<file path="config.mk">
export PLATFORM = sky130hd
export DESIGN_NAME = rtp_jpeg_packetizer_core
export DESIGN_NICKNAME = d
export VERILOG_FILES = /design/src/rjp_pkg.sv /design/src/rtp_jpeg_packetizer_core.sv
export SDC_FILE = /design/constraint.sdc
export NUM_CORES = 1
export LEC_CHECK = 0
export BUFFER_PORTS_ARGS = -buffer_cell sky130_fd_sc_hd__buf_2
export CAP_MARGIN = 20
export CORE_MARGIN = 4
export CORE_UTILIZATION = 50
export CTS_BUF_LIST = sky130_fd_sc_hd__clkbuf_16
export CTS_CLUSTER_DIAMETER = 80
export DETAILED_ROUTE_END_ITERATION = 10
export PLACE_DENSITY_LB_ADDON = 0.12
export SLEW_MARGIN = 10
export SYNTH_ARGS = -nofsm -noshare
export SYNTH_HDL_FRONTEND = slang
export SYNTH_SLANG_ARGS = --single-unit
</file>
<file path="constraint.sdc">
create_clock -name clk_i -period 12.66 [get_ports clk_i]
set_input_delay 3.165 -clock clk_i [delete_from_list [all_inputs] [get_ports clk_i]]
set_output_delay 3.165 -clock clk_i [all_outputs]
set_load 0.01 [all_outputs]
</file>
<file path="src/rjp_pkg.sv">
package rjp_pkg;

  // Configuration register indexes
  localparam logic CFG_MAX_PAYLOAD = 1'b0;
  localparam logic CFG_SSRC        = 1'b1;

  localparam logic [15:0] MAX_PAYLOAD_RST = 16'd1024;

  // RTP and JPEG header constants
  localparam logic [7:0] RTP_VERSION_BYTE = 8'h80;
  localparam logic [6:0] RTP_PT_JPEG      = 7'd26;
  localparam logic [7:0] Q_FIRST          = 8'd128;
  localparam logic [7:0] Q_LATER          = 8'd96;
  localparam logic [4:0] HDR_LEN_PLAIN    = 5'd20;
  localparam logic [4:0] HDR_LEN_QUANT    = 5'd24;

  // Snapshot of one accepted word: everything needed to stream its results
  typedef struct packed {
    logic        has_hdr;
    logic        quant;
    logic        marker;
    logic        drop;
    logic        pkt_end;
    logic [7:0]  data;
    logic [15:0] seq;
    logic [23:0] offset;
    logic [31:0] ts;
    logic [31:0] ssrc;
    logic [7:0]  w8;
    logic [7:0]  h8;
  } job_t;

endpackage

</file>
<file path="src/rtp_jpeg_packetizer_core.sv">
// RTP/JPEG packetizer core.
// Input channel (in_valid_i/in_ready_o): one word per byte of a frame. A frame
// is TABLE_BYTES quantization table words (req_type_i = 0) followed by
// frame_bytes_i frame data words (req_type_i = 1). Frame length, timestamp and
// image size ride along with every word.
// Output channel (out_valid_o/out_ready_i): one packet byte per word, with
// packet_start_o/packet_end_o framing, frame_dropped_o on the single word that
// flags a rejected frame, and run_last_o on the last word caused by an input
// word. Configuration: cfg_we_i writes cfg_wdata_i to register cfg_addr_i
// (0 = max payload bytes, 1 = SSRC); write only while the block is idle.
// Accepted words pass through the job register, then the output register.
// Throughput: one input word per cycle while the output is not stalled, except
// a word that opens a packet, which holds the job register while its 20 header
// bytes and payload byte stream out (24 header bytes on the first packet of a
// frame, which adds the quant header); the header byte counter tracks them.
// Words that cause no result never occupy the output stage.
// Reset clears the sequence number and frame state, sets max payload to 1024
// and SSRC to 0. When the receiver stalls, the output register holds its word
// and a single job register behind it keeps the input flowing until it fills.
module rtp_jpeg_packetizer_core #(
  parameter int TABLE_BYTES   = 128,
  parameter int MAX_DIMENSION = 2040
) (
  input  logic        clk_i,
  input  logic        rst_ni,

  input  logic        cfg_we_i,
  input  logic        cfg_addr_i,
  input  logic [31:0] cfg_wdata_i,

  input  logic        in_valid_i,
  output logic        in_ready_o,
  input  logic        req_type_i,
  input  logic [7:0]  data_byte_i,
  input  logic [23:0] frame_bytes_i,
  input  logic [31:0] frame_timestamp_i,
  input  logic [11:0] width_pixels_i,
  input  logic [11:0] height_pixels_i,

  output logic        out_valid_o,
  input  logic        out_ready_i,
  output logic [7:0]  out_byte_o,
  output logic        packet_start_o,
  output logic        packet_end_o,
  output logic        frame_dropped_o,
  output logic        run_last_o
);

  localparam int TW = $clog2(TABLE_BYTES + 1);

  // Configuration registers
  logic [15:0] max_pay_q;
  logic [31:0] ssrc_q;

  // Frame state
  logic [15:0] seq_q, seq_d;
  logic [23:0] off_q, off_d;
  logic [15:0] bip_q, bip_d;
  logic [TW-1:0] tbl_q, tbl_d;
  logic        fvalid_q, fvalid_d;

  // Job register and header burst counter
  rjp_pkg::job_t job_q, job_n;
  logic        job_valid_q, job_valid_d;
  logic        emit_n;
  logic [4:0]  hdr_cnt_q;
  logic [4:0]  job_len;
  logic        job_last;

  // Output register
  logic        out_valid_q;
  logic [7:0]  out_byte_q, out_byte_d;
  logic        out_start_q, out_start_d;
  logic        out_end_q, out_end_d;
  logic        out_drop_q, out_drop_d;
  logic        out_last_q;

  logic out_load, in_fire;

  // ---------------------------------------------------------------------------
  // Configuration
  // ---------------------------------------------------------------------------
  always_ff @(posedge clk_i or negedge rst_ni) begin
    if (!rst_ni) begin
      max_pay_q <= rjp_pkg::MAX_PAYLOAD_RST;
      ssrc_q    <= '0;
    end else if (cfg_we_i) begin
      case (cfg_addr_i)
        rjp_pkg::CFG_MAX_PAYLOAD: max_pay_q <= cfg_wdata_i[15:0];
        rjp_pkg::CFG_SSRC:        ssrc_q    <= cfg_wdata_i;
        default:                  ssrc_q    <= ssrc_q;
      endcase
    end
  end

  // ---------------------------------------------------------------------------
  // Handshake: the output register takes a word whenever it is empty or being
  // drained; input enters while no job is held or as its last result moves out.
  // ---------------------------------------------------------------------------
  assign job_len   = job_q.has_hdr ? (job_q.quant ? rjp_pkg::HDR_LEN_QUANT
                                                  : rjp_pkg::HDR_LEN_PLAIN) : 5'd0;
  assign job_last  = (hdr_cnt_q == job_len);
  assign out_load  = job_valid_q && (!out_valid_q || out_ready_i);
  assign in_ready_o = !job_valid_q || (out_load && job_last);
  assign in_fire   = in_valid_i && in_ready_o;

  // ---------------------------------------------------------------------------
  // Frame state update, all in one pass on the incoming word
  // ---------------------------------------------------------------------------
  logic        idle, bad_frame, pend, fend, last_pkt, first_marker;
  logic [15:0] mp;
  logic [24:0] off_inc;
  logic [16:0] bip_inc;
  logic [TW:0] tbl_inc;
  logic [23:0] remain;

  assign idle      = (tbl_q == '0) && (off_q == '0);
  assign mp        = (max_pay_q == '0) ? 16'd1 : max_pay_q;
  assign bad_frame = (frame_bytes_i < 24'd2)
                  || (width_pixels_i == '0) || (width_pixels_i > 12'(MAX_DIMENSION))
                  || (height_pixels_i == '0) || (height_pixels_i > 12'(MAX_DIMENSION));
  assign off_inc   = {1'b0, off_q} + 25'd1;
  assign bip_inc   = {1'b0, bip_q} + 17'd1;
  assign tbl_inc   = {1'b0, tbl_q} + {{TW{1'b0}}, 1'b1};
  assign fend      = off_inc >= {1'b0, frame_bytes_i};
  assign pend      = (bip_inc >= {1'b0, mp}) || fend;
  assign remain    = frame_bytes_i - off_q;
  assign last_pkt  = (frame_bytes_i <= off_q) || (remain <= {8'd0, mp});
  assign first_marker = frame_bytes_i <= {8'd0, mp};

  always_comb begin
    seq_d    = seq_q;
    off_d    = off_q;
    bip_d    = bip_q;
    tbl_d    = tbl_q;
    fvalid_d = fvalid_q;
    emit_n   = 1'b0;

    job_n         = '0;
    job_n.data    = data_byte_i;
    job_n.seq     = seq_q;
    job_n.offset  = off_q;
    job_n.ts      = frame_timestamp_i;
    job_n.ssrc    = ssrc_q;
    job_n.w8      = width_pixels_i[10:3];
    job_n.h8      = height_pixels_i[10:3];

    if (in_fire) begin
      if (idle) begin
        if (!req_type_i) begin
          tbl_d  = TW'(1);
          emit_n = 1'b1;
          if (bad_frame) begin
            fvalid_d   = 1'b0;
            job_n.drop = 1'b1;
          end else begin
            fvalid_d      = 1'b1;
            bip_d         = '0;
            job_n.has_hdr = 1'b1;
            job_n.quant   = 1'b1;
            job_n.marker  = first_marker;
            seq_d         = seq_q + 16'd1;
          end
        end
      end else if (tbl_q < TW'(TABLE_BYTES)) begin
        if (!req_type_i) begin
          tbl_d = tbl_inc[TW-1:0];
          if (fvalid_q) begin
            emit_n = 1'b1;
          end else if ((tbl_inc >= (TW+1)'(TABLE_BYTES)) && (frame_bytes_i == '0)) begin
            tbl_d = '0;
            off_d = '0;
            bip_d = '0;
          end
        end
      end else begin
        if (req_type_i) begin
          if (fvalid_q) begin
            emit_n        = 1'b1;
            job_n.pkt_end = pend;
            if ((bip_q == '0) && (off_q != '0)) begin
              job_n.has_hdr = 1'b1;
              job_n.marker  = last_pkt;
              seq_d         = seq_q + 16'd1;
            end
          end
          off_d = off_inc[23:0];
          bip_d = pend ? 16'd0 : bip_inc[15:0];
          if (fend) begin
            tbl_d    = '0;
            off_d    = '0;
            bip_d    = '0;
            fvalid_d = 1'b0;
          end
        end
      end
    end
  end

  always_ff @(posedge clk_i or negedge rst_ni) begin
    if (!rst_ni) begin
      seq_q    <= '0;
      off_q    <= '0;
      bip_q    <= '0;
      tbl_q    <= '0;
      fvalid_q <= 1'b0;
    end else begin
      seq_q    <= seq_d;
      off_q    <= off_d;
      bip_q    <= bip_d;
      tbl_q    <= tbl_d;
      fvalid_q <= fvalid_d;
    end
  end

  // ---------------------------------------------------------------------------
  // Job register: hold the snapshot while its header burst streams out
  // ---------------------------------------------------------------------------
  always_comb begin
    if (in_fire) begin
      job_valid_d = emit_n;
    end else if (out_load && job_last) begin
      job_valid_d = 1'b0;
    end else begin
      job_valid_d = job_valid_q;
    end
  end

  always_ff @(posedge clk_i or negedge rst_ni) begin
    if (!rst_ni) begin
      job_valid_q <= 1'b0;
      hdr_cnt_q   <= '0;
    end else begin
      job_valid_q <= job_valid_d;
      if (out_load) begin
        hdr_cnt_q <= job_last ? 5'd0 : hdr_cnt_q + 5'd1;
      end
    end
  end

  always_ff @(posedge clk_i) begin
    if (in_fire && emit_n) begin
      job_q <= job_n;
    end
  end

  // ---------------------------------------------------------------------------
  // Result byte select: header bytes by position, then the payload word
  // ---------------------------------------------------------------------------
  always_comb begin
    out_start_d = job_q.has_hdr && (hdr_cnt_q == 5'd0);
    out_end_d   = 1'b0;
    out_drop_d  = 1'b0;
    if (job_last) begin
      out_byte_d = job_q.drop ? 8'd0 : job_q.data;
      out_end_d  = job_q.pkt_end;
      out_drop_d = job_q.drop;
    end else begin
      case (hdr_cnt_q)
        5'd0:    out_byte_d = rjp_pkg::RTP_VERSION_BYTE;
        5'd1:    out_byte_d = {job_q.marker, rjp_pkg::RTP_PT_JPEG};
        5'd2:    out_byte_d = job_q.seq[15:8];
        5'd3:    out_byte_d = job_q.seq[7:0];
        5'd4:    out_byte_d = job_q.ts[31:24];
        5'd5:    out_byte_d = job_q.ts[23:16];
        5'd6:    out_byte_d = job_q.ts[15:8];
        5'd7:    out_byte_d = job_q.ts[7:0];
        5'd8:    out_byte_d = job_q.ssrc[31:24];
        5'd9:    out_byte_d = job_q.ssrc[23:16];
        5'd10:   out_byte_d = job_q.ssrc[15:8];
        5'd11:   out_byte_d = job_q.ssrc[7:0];
        5'd13:   out_byte_d = job_q.offset[23:16];
        5'd14:   out_byte_d = job_q.offset[15:8];
        5'd15:   out_byte_d = job_q.offset[7:0];
        5'd17:   out_byte_d = job_q.quant ? rjp_pkg::Q_FIRST : rjp_pkg::Q_LATER;
        5'd18:   out_byte_d = job_q.w8;
        5'd19:   out_byte_d = job_q.h8;
        5'd23:   out_byte_d = 8'(TABLE_BYTES);
        default: out_byte_d = 8'd0;
      endcase
    end
  end

  // ---------------------------------------------------------------------------
  // Output register: hold while stalled, advance on load
  // ---------------------------------------------------------------------------
  always_ff @(posedge clk_i or negedge rst_ni) begin
    if (!rst_ni) begin
      out_valid_q <= 1'b0;
    end else if (out_load) begin
      out_valid_q <= 1'b1;
    end else if (out_ready_i) begin
      out_valid_q <= 1'b0;
    end
  end

  always_ff @(posedge clk_i) begin
    if (out_load) begin
      out_byte_q  <= out_byte_d;
      out_start_q <= out_start_d;
      out_end_q   <= out_end_d;
      out_drop_q  <= out_drop_d;
      out_last_q  <= job_last;
    end
  end

  assign out_valid_o     = out_valid_q;
  assign out_byte_o      = out_byte_q;
  assign packet_start_o  = out_start_q;
  assign packet_end_o    = out_end_q;
  assign frame_dropped_o = out_drop_q;
  assign run_last_o      = out_last_q;

endmodule

</file>
Yosys cells after proc, flatten, opt, wreduce, memory -nomap -nowiden. Cells that the tools add are included.

Output and inout port bits: 14. Bits in registers: 265. Word-level logic and storage cells: 190. Input bits: 127.

$lt $le $gt $ge: 10. $add $sub $neg: 6. Multiplexer cells: 69. Bitwise logic cells: 5. Eq/ne operators: 25. Reductions and logical operators: 48.

Operator list (count): $mux W16 (18); $mux W24 (6); $pmux W8 S18 (1); $mux W8 (11); $le A24 B16 Y1 (2); $logic_not A24 Y1 (2); $eq A5 B4 Y1 const B (7); $logic_not A16 Y1 (2); $mux W1 (28); $add A24 B1 Y25 const B (1); $ge A25 B24 Y1 (1); $gt A12 B11 Y1 const B (2); $le A24 B24 Y1 (1); $logic_not A12 Y1 (2); $lt A24 B2 Y1 const B (1); $reduce_bool A24 Y1 (1); $sub A24 B24 Y24 (1); $eq A5 B3 Y1 const B (4); $eq A5 B5 Y1 const B (4); $add A16 B1 Y17 const B (1); $ge A17 B16 Y1 (1); $add A16 B1 Y16 const B (1); $reduce_bool A2 Y1 (8); $reduce_and A7 Y1 (2); 25 further kinds (55).

Logic depth before layout (Yosys ltp). Gate-level depths: netlist (run 1).

Depth after elaboration: 9. Mapped depth: 19. Mapped depth without buffers: 19.

Worst setup path before layout (run 1). Ideal clock, no wire load.

Path kind: in2reg. Start point: in out_ready_i. End point: reg job_q[0] (netlist name) (enable). Buffers on the path: 1. Stages: 5. Library setup time: 627 ps. Data required time: 12033 ps. Slack: 2679 ps. Arrival: 9355 ps. Path through: nand2b_1 o2111ai_1 a21bo_2 buf_2 nor2_1.

Cells in the longest elaborated chain, start to end: 7.

RTL lines: from (decl) (line rtp_jpeg_packetizer_core.sv:41) `input logic out_ready_i,`; $logic_or A1 B1 Y1 * (line rtp_jpeg_packetizer_core.sv:103) `assign out_load = job_valid_q && (!out_valid_q || out_ready_i);`; $logic_and A1 B1 Y1 * (line rtp_jpeg_packetizer_core.sv:103); $logic_and A1 B1 Y1 * (line rtp_jpeg_packetizer_core.sv:104) `assign in_ready_o = !job_valid_q || (out_load && job_last);`; $logic_or A1 B1 Y1 * (line rtp_jpeg_packetizer_core.sv:104); $logic_and A1 B1 Y1 * (line rtp_jpeg_packetizer_core.sv:105) `assign in_fire = in_valid_i && in_ready_o;`; $mux W1 (line rtp_jpeg_packetizer_core.sv:148) `if (in_fire) begin`; $logic_and A1 B1 Y1 * (line rtp_jpeg_packetizer_core.sv:242) `if (in_fire && emit_n) begin`; to (signal assigned) (line rtp_jpeg_packetizer_core.sv:243) `job_q <= job_n;`; to (decl) (line rtp_jpeg_packetizer_core.sv:63) `rjp_pkg::job_t job_q, job_n;`.

Every way passes the cells marked *; elsewhere a longest branch is shown, timed or not. A chain may end at the register's enable or synchronous reset.

Final worst setup path (run 1).
Start point: in out_ready_i. End point: out in_ready_o.

Cells in the longest elaborated chain, start to end: 4.

RTL lines: $logic_or A1 B1 Y1 (line rtp_jpeg_packetizer_core.sv:103); $logic_and A1 B1 Y1 (line rtp_jpeg_packetizer_core.sv:103); $logic_and A1 B1 Y1 (line rtp_jpeg_packetizer_core.sv:104); $logic_or A1 B1 Y1 (line rtp_jpeg_packetizer_core.sv:104); to (decl) (line rtp_jpeg_packetizer_core.sv:32) `output logic in_ready_o,`.

Every way passes these cells.

==> results of run 1 <==
-- routing by layer --
layer / up-vias / track usage (%) / wire length, µm / share of wire, %
li1: 5366 / - / - / -
met1: 5482 / 35.3 / 18500 / 45
met2: 385 / 40.5 / 19300 / 47
met3: 52 / 2.93 / 2260 / 5.5
met4: 0 / 5.76 / 980 / 2.4
met5: - / 0 / 0 / 0
-- path summary, 6_finish.rpt --
path	startpoint	end	cells past startpoint
worst min-delay path	ssrc_q[25]	job_q[41]	0
max in group asynchronous	rst_ni	ssrc_q[29]	2
worst max register to register	off_q[0]	bip_q[0]	16
min in group asynchronous	rst_ni	out_valid_o	1
worst max-delay path	out_ready_i	in_ready_o	5
worst min register to register	ssrc_q[25]	job_q[41]	0
-- flip-flops by register name, summed over array words and instances (netlist names) --
register and flops:
out_valid_o 1, off_q 24, max_pay_q 16, hdr_cnt_q 5, run_last_o 1, frame_dropped_o 1, job_valid_q 1, bip_q 16
out_byte_o 8, packet_end_o 1, ssrc_q 32, packet_start_o 1, job_q 133, seq_q 16, fvalid_q 1, tbl_q 8
-- metrics by stage --
step	power (W)	setup slack [ps]	cells	hold slack (ps)
after global routing	0.00254	5450	1900	441
after floorplan	0.00140	2680	1359	419
after global placement	0.00159	5490	1845	423
after CTS	0.00243	5490	1899	430
final	0.00242	5460	1900	437
after detailed placement	0.00160	5400	1845	425
-- layout by cell type (no fill, tap or decap), types with 37 or more instances in the layout --
cell	instances
a21oi_1	57
a22o_1	47
buf_2	140
dfrtp_1	119
edfxtp_1	145
ha_1	110
inv_1	96
nand2_1	120
nand3_1	37
nand4_1	42
nor2_1	64
o21ai_0	76
xnor2_1	49
-- cell type report --
class | instances | area, µm²
Clock buffer | 30 | 751
Clock inverter | 24 | 200
Fill cell | 2531 | 12100
Inverter | 91 | 342
Multi-Input combinational cell | 956 | 6840
Sequential cell | 265 | 7360
Tap cell | 384 | 480
Timing Repair Buffer | 150 | 776
-- kinds of logic (layout without fill, tap and decap cells) --
kind of cell	count (synthesis)	in the layout	synth area share, %
fa+ha+maj	111	111	9.48
compound gates	313	313	14.7
mux	43	43	3.23
simple gates	419	419	14.8
xor+xnor	70	70	4.16
buf+inv	138	295	3.65
flops	265	265	50.0
-- power by group --
group	internal (W)	switching (W)	leakage (nW)	total, W
combinational	0.000218	0.000339	3.63	0.000557
sequential	0.000982	0.0000486	2.88	0.00103
clock	0.000491	0.000339	0.492	0.000830
total	0.00169	0.000726	7.01	0.00242
-- cell usage after synthesis, types with 3 or more instances --
cell / number / share of area, %
buf_4: 3 / 0.15
a31o_2: 3 / 0.18
nor3b_1: 4 / 0.20
buf_2: 7 / 0.24
and3_1: 23 / 0.98
buf_1: 4 / 0.10
nand4_1: 42 / 1.8
nor4b_1: 3 / 0.18
nand2b_1: 15 / 0.64
o31ai_1: 5 / 0.25
nor2_1: 65 / 1.7
xnor2_1: 49 / 2.9
xor2_1: 21 / 1.2
a22oi_1: 16 / 0.82
a222oi_1: 7 / 0.48
nor3_1: 30 / 1.0
or3_1: 4 / 0.17
or2_2: 3 / 0.13
a221o_1: 5 / 0.34
nor2b_1: 16 / 0.68
a21o_1: 18 / 0.92
a21oi_1: 57 / 1.9
dfrtp_1: 119 / 20
nand3_1: 37 / 1.3
o21a_1: 9 / 0.46
clkbuf_1: 33 / 0.84
o22ai_1: 7 / 0.30
ha_1: 110 / 9.3
o21bai_1: 4 / 0.20
o21ai_0: 76 / 2.6
a22o_1: 47 / 2.8
and4_1: 4 / 0.24
and2_1: 7 / 0.30
nand2_1: 120 / 3.1
a211oi_1: 5 / 0.25
mux2_2: 36 / 2.8
a31oi_1: 11 / 0.47
a221oi_1: 12 / 0.71
inv_1: 91 / 2.3
o211ai_1: 6 / 0.31
nor4_1: 31 / 1.3
mux2i_1: 7 / 0.48
edfxtp_1: 145 / 30
-- critical path, stage by stage --
cell and delay (ps):
buf_2 90, nand2b_1 200, a31oi_1 240, nand2_1 150
buf_2 180
==> summary.txt, run 1 <==
Outcome
  – Status: finished clean

Placed design
  – Post-DP Area: approximately 16000 µm²
  – DP Wirelength: 31.7 mm
  – Port Buffers: 140
  – GPL Wtd Cong: about 0.9

Synthesis
  – Mapped Area: about 15000 µm²
  – Syn_area_per_cell: about 11 µm²
  – Cells after Synth: 1359
  – #FFs+latches synth: 265
  – Synth warn: 0
  – Synth cell types: 77
  – Post-synth EDFFs: 145
  – Dominant synthesized flop cell: edfxtp_1
  – Async set-reset flop share out of synthesis: approximately 45%
  – Sequential area share after synthesis: between 40% and 50%
  – Mapped Nets: 1597

Floorplanning
  – I/O pins: around 140
  – Core area: 28900 µm²
  – Die Height: ~180 µm
  – Initial core utilization: between 50% and 60%
  – Die area: around 32000 µm²
  – Die width: between 150 and 200 µm
  – Site Rows: 62

STA
  – RSZ-0062 raised after global routing: false
  – Worst slew pin tran: 1110 ps
  – Setup Skew: 16.0 ps
  – Hold Fails Final Rpt: 0
  – Setup violations, final: 0
  – Setup TNS: 0 ps
  – Worst rel slew slack: between 20 and 30%
  – Slew Viols, Final: 0
  – Final worst-path cycle share: 56.9%
  – Tmin final: approximately 7200 ps
  – Fmax: about 140 MHz

Clock tree
  – Post-CTS setup buffers: 0
  – CTS sink cnt: roughly 270
  – Post_cts resized: 0
  – CTS tree: yes
  – Clock Path Buffers: 3
  – Hold_buf cts: 0
  – Htree depth: 1
  – Clock latency on the worst-skew pair: roughly 550 ps
  – Root Buffer: clkbuf_16
  – Clk slew on worst S/H paths: 60 ps
  – Num CTS Buffers: 29

GRT
  – Grt total ovfl: 0
  – Global-route usage over all layers: between 20% and 30%
  – Largest net degree at the start of global routing: 85
  – First-pass GRT wire length: roughly 63 mm
  – Initial antenna violation count: 0
  – Vias in the first global route: 10900

Setup path
  – Worst Path Arrival: a little over 4000 ps
  – Crit-path max FO: 4
  – Req. time, crit path: ~9500 ps
  – R2r setup slk: ~7000 ps
  – Crit path kind: in -> out
  – Crit path capture type: output port
  – CP startpoint kind: input pin

Finish
  – NumNets Final: 1731
  – Area Overhead vs Synth: 13.7%
  – Final instance area: 16700 µm²
  – Final core occ: just under 60%
  – Layout cells sized above 1: 16.7%
  – Antenna cell count: 0

Detailed routing
  – Drt drc: 0
  – Vias/cell: 5.94
  – Wirelength per Cell: ~22 µm
  – Routed WL: around 40 mm
  – Starting DRT DRC Count: 945
  – Vias: 11300
  – DRT antenna net count: 0
  – DRT Pass-1 Iters: 7

Pwr
  – Leakage: ~7.0 nW
  – Pwr dens: 144 nW/µm²
  – VDD IR max: 0.0000753 V

Run
  – Max_cap viols: 0

Hold path
  – HP Class: reg -> reg
Note: power is estimated with default switching activity, not from simulation.
==> run 2, diff against run 1 <==
ABC_AREA = 1   (was not set)
clock period = 7.3 ns   (was 12.66 ns; I/O delays follow)
==> summary.txt, run 2 <==
Placed design
  – Dpl ws: 2360 ps (-3040 ps)
  – GPL Wtd Cong: 0.935 (+1.5%)
  – Port Buffers: 140 (unchanged)
  – DP Wirelength: 35.0 mm (+10%)
  – Placed Cells: 2380 (+29%)

Pwr
  – Clock share of power: 31.5% (-2.8 points)
  – Total Power: 0.00459 W (+90%)
  – Power Internal: 0.00304 W (+80%)
  – Sw frac: 33.9% (+3.8 points)
  – Combinational share of power: 26.5% (+3.5 points)
  – VDD IR max: 0.000205 V (+170%)
  – Leakage: 8.40 nW (+20%)
  – Flop pwr share: 42.0% (-0.6 points)
  – Pwr dens: 256 nW/µm² (+78%)
  – Psw: 0.00156 W (+110%)

Synthesis
  – Cells after Synth: 1870 (+38%)
  – Sequential area share after synthesis: 46.3% (-3.6 points)
  – Synth warn: 0 (unchanged)
  – Synth cell types: 55 (-29%)
  – Async set-reset flop share out of synthesis: 45.3% (unchanged)
  – Mapped Nets: 2108 (+32%)
  – Most frequent cells after synthesis: nand2_1 (412), inv_1 (282), nor2_1 (154)
  – Syn_area_per_cell: 8.49 µm² (-22%)
  – Dominant synthesized flop cell: edfxtp_1
  – Yosys top cell by area: edfxtp_1
  – Top cells by area, synth: edfxtp_1 (27%), dfrtp_1 (19%), nand2_1 (9.7%)
  – Synth top area share: 27.4% (-2.1 points)
  – #FFs+latches synth: 265 (unchanged)
  – Post-synth EDFFs: 145 (unchanged)
  – Count leader, synth: nand2_1
  – Mapped Area: 15900 µm² (+7.8%)

STA
  – RSZ-0062 raised after global routing: false
  – Setup violations, final: 0 (unchanged)
  – Worst slew pin tran: 927 ps (-188 ps)
  – Setup TNS: 0 ps (unchanged)
  – Fmax: 203 MHz
  – Slew Viols, Final: 0 (unchanged)
  – Tmin final: about 5000 ps
  – Hold Fails Final Rpt: 0 (unchanged)
  – Final worst slack: 2370 ps (-3090 ps)
  – Worst rel slew slack: 37.6% (+12 points)
  – Setup Skew: 22.5 ps (+6.46 ps)
  – Final worst-path cycle share: 67.6%

Finish
  – Top flop regs: job_q: 133 flops, ssrc_q: 32 flops, off_q: 24 flops
  – Area of the multi-input gates: 7250 µm² (+5.9%)
  – Final non-filler cell total: 2436 (+28%)
  – Area Overhead vs Synth: 12.8%
  – Final core occ: 57.8% (-0.23 points)
  – Layout cells sized above 1: 12.1% (-4.6 points)
  – Storage cell area: 7360 µm² (unchanged)
  – NumNets Final: 2254 (+30%)
  – # fillers: 2792 (+10%)
  – Largest register FFs: 133 (unchanged)
  – Commonest non-fill, non-tap cell in the layout: nand2_1
  – Biggest register: job_q
  – Most frequent cells in the layout: nand2_1 (411), inv_1 (285), nor2_1 (154)

Setup path
  – Critical Path Stages: 8 (+3)
  – R2r setup slk: 3140 ps (-3850 ps)
  – Req. time, crit path: 5480 ps (-4010 ps)
  – Worst setup path endpoint: in_ready_o
  – R2R Path End: job_q[128]
  – Worst Setup SP: out_ready_i
  – Slowest-stage cell, CP: inv_1
  – CP cell instances: buf_2, inv_1, nand2_1, nand2_1, inv_1, nand2_2, nand2_4, buf_2
  – FF-to-FF Start: off_q[1]
  – Crit path capture type: output port
  – Largest stage delay, worst path: 520 ps (+280 ps)
  – Worst path top cell family by delay: buffers and inverters
  – Worst Path Arrival: 3110 ps (-930 ps)
  – Crit path kind: in -> out
  – WP buf/inv: 4 (+2)
  – CP startpoint kind: input pin
  – R2R cell count: 18 (+2)
  – Crit-path max FO: 18 (+14)

Detailed routing
  – DRT antenna net count: 0 (unchanged)
  – DRT Pass-1 Iters: 5 (-2)
  – Vias: 13400 (+18%)
  – Vias/cell: 5.49 (-7.6%)
  – Starting DRT DRC Count: 1267 (+34%)
  – Drt drc: 0 (unchanged)
  – Wirelength per Cell: 18.4 µm (-15%)
  – Routed WL: 44.7 mm (+8.9%)

Clock tree
  – CTS tree: yes
  – Num CTS Buffers: 29 (unchanged)
  – Hold_buf cts: 0 (unchanged)
  – Htree depth: 1 (unchanged)
  – Post-CTS setup buffers: 0 (unchanged)
  – CTS sink cnt: 265 (unchanged)
  – Root Buffer: clkbuf_16
  – Clock Path Buffers: 3 (unchanged)
  – Post_cts resized: 0 (unchanged)
  – Clk slew on worst S/H paths: 60 ps (about the same)
  – Clock latency on the worst-skew pair: 570 ps (+20 ps)

GRT
  – Grt total ovfl: 0 (unchanged)
  – Largest net degree at the start of global routing: 67 (-21%)
  – First-pass GRT wire length: 70.2 mm (+11%)
  – Initial antenna violation count: 1 (+1)
  – Vias in the first global route: 12800 (+18%)
  – Global-route usage over all layers: 25.9% (+1.3 points)

Floorplanning
  – Core area: 31000 µm² (+7.4%)
  – Initial core utilization: 51.2% (+0.21 points)
  – Die area: 34700 µm² (+7.5%)
  – I/O pins: 141 (unchanged)
  – Site Rows: 64 (+3.2%)
  – Die Height: 186 µm (+3.7%)
  – Die width: 186 µm (+3.7%)

Outcome
  – Status: finished clean

Run
  – Max_cap viols: 0 (unchanged)

Hold path
  – HP Class: reg -> reg
-- run 2: changes by cell type in the layout (fill, tap and decap cells not counted), moves of 16 or more --
cell     delta
nand2_1   +291
inv_1     +189
nand3_1   +115
nor2_1     +90
a22o_1     -41
xnor2_1    -39
o21ai_1    +25
and3_1     -23
xor2_1     +23
mux2_2     -20
a21o_1     -16
-- run 2: area by class of cell --
cell class | instances | area share, %
antenna | 1 | 0.0140
clock buffer | 29 | 4.05
clock inverter | 25 | 1.23
inverter | 292 | 6.12
multi-input combinational | 1279 | 40.5
sequential | 265 | 41.1
tap | 396 | 2.77
timing repair buffer | 149 | 4.29
-- run 2: cells by family after synthesis --
| logic type | after synthesis | share of synthesized area, % |
|---|---|---|
| xor+xnor | 54 | 2.98 |
| fa+ha+maj | 111 | 8.79 |
| compound gates | 234 | 8.46 |
| flops | 265 | 46.3 |
| simple gates | 864 | 24.2 |
| mux | 16 | 1.13 |
| buf+inv | 326 | 8.08 |
-- run 2: worst min path at each step --
stage,slack (ps),startpoint,depth (start not counted),endpoint
final,440,ssrc_q[16],0,job_q[32]
after global routing,460,ssrc_q[19],0,job_q[35]
after CTS,440,ssrc_q[16],0,job_q[32]
after detailed placement,430,ssrc_q[21],0,job_q[37]
after global placement,430,ssrc_q[21],0,job_q[37]
after floorplan,420,ssrc_q[16],0,job_q[32]
-- run 2: per-stage QoR --
stage	instance area, µm²	hold slack, ps
global route	17900	459
floorplan	15900	419
detailed placement	17000	432
global placement	17000	426
CTS	17900	442
finish	17900	443
-- run 2: power groups by stage --
stage	logic [W]	clock network, W	registers, W
6_report	0.00122	0.00145	0.00193
5_1_grt	0.00136	0.00154	0.00195
4_1_cts	0.00121	0.00148	0.00193
3_5_place_dp	0.00120	0	0.00196
3_3_place_gp	0.00119	0	0.00195
2_1_floorplan	0.000792	0	0.00195
-- run 2: per-layer routing --
layer / GRT usage [%] / routed length (µm) / up-vias
met2: 41.7 / 20400 / 481
met1: 36.9 / 19800 / 6217
li1: - / - / 6582
met5: 0 / 0 / -
met3: 2.70 / 2930 / 82
met4: 8.77 / 1640 / 0
-- run 2: worst register-to-register path, delay by kind of cell (launching register included) --
kind                     cells  cell delay (ps)
flip-flops                   1              490
AND/OR/NAND/NOR             14             2620
adder cells (fa/ha/maj)      1              350
XOR/XNOR                     1              150
buffers and inverters        2              280
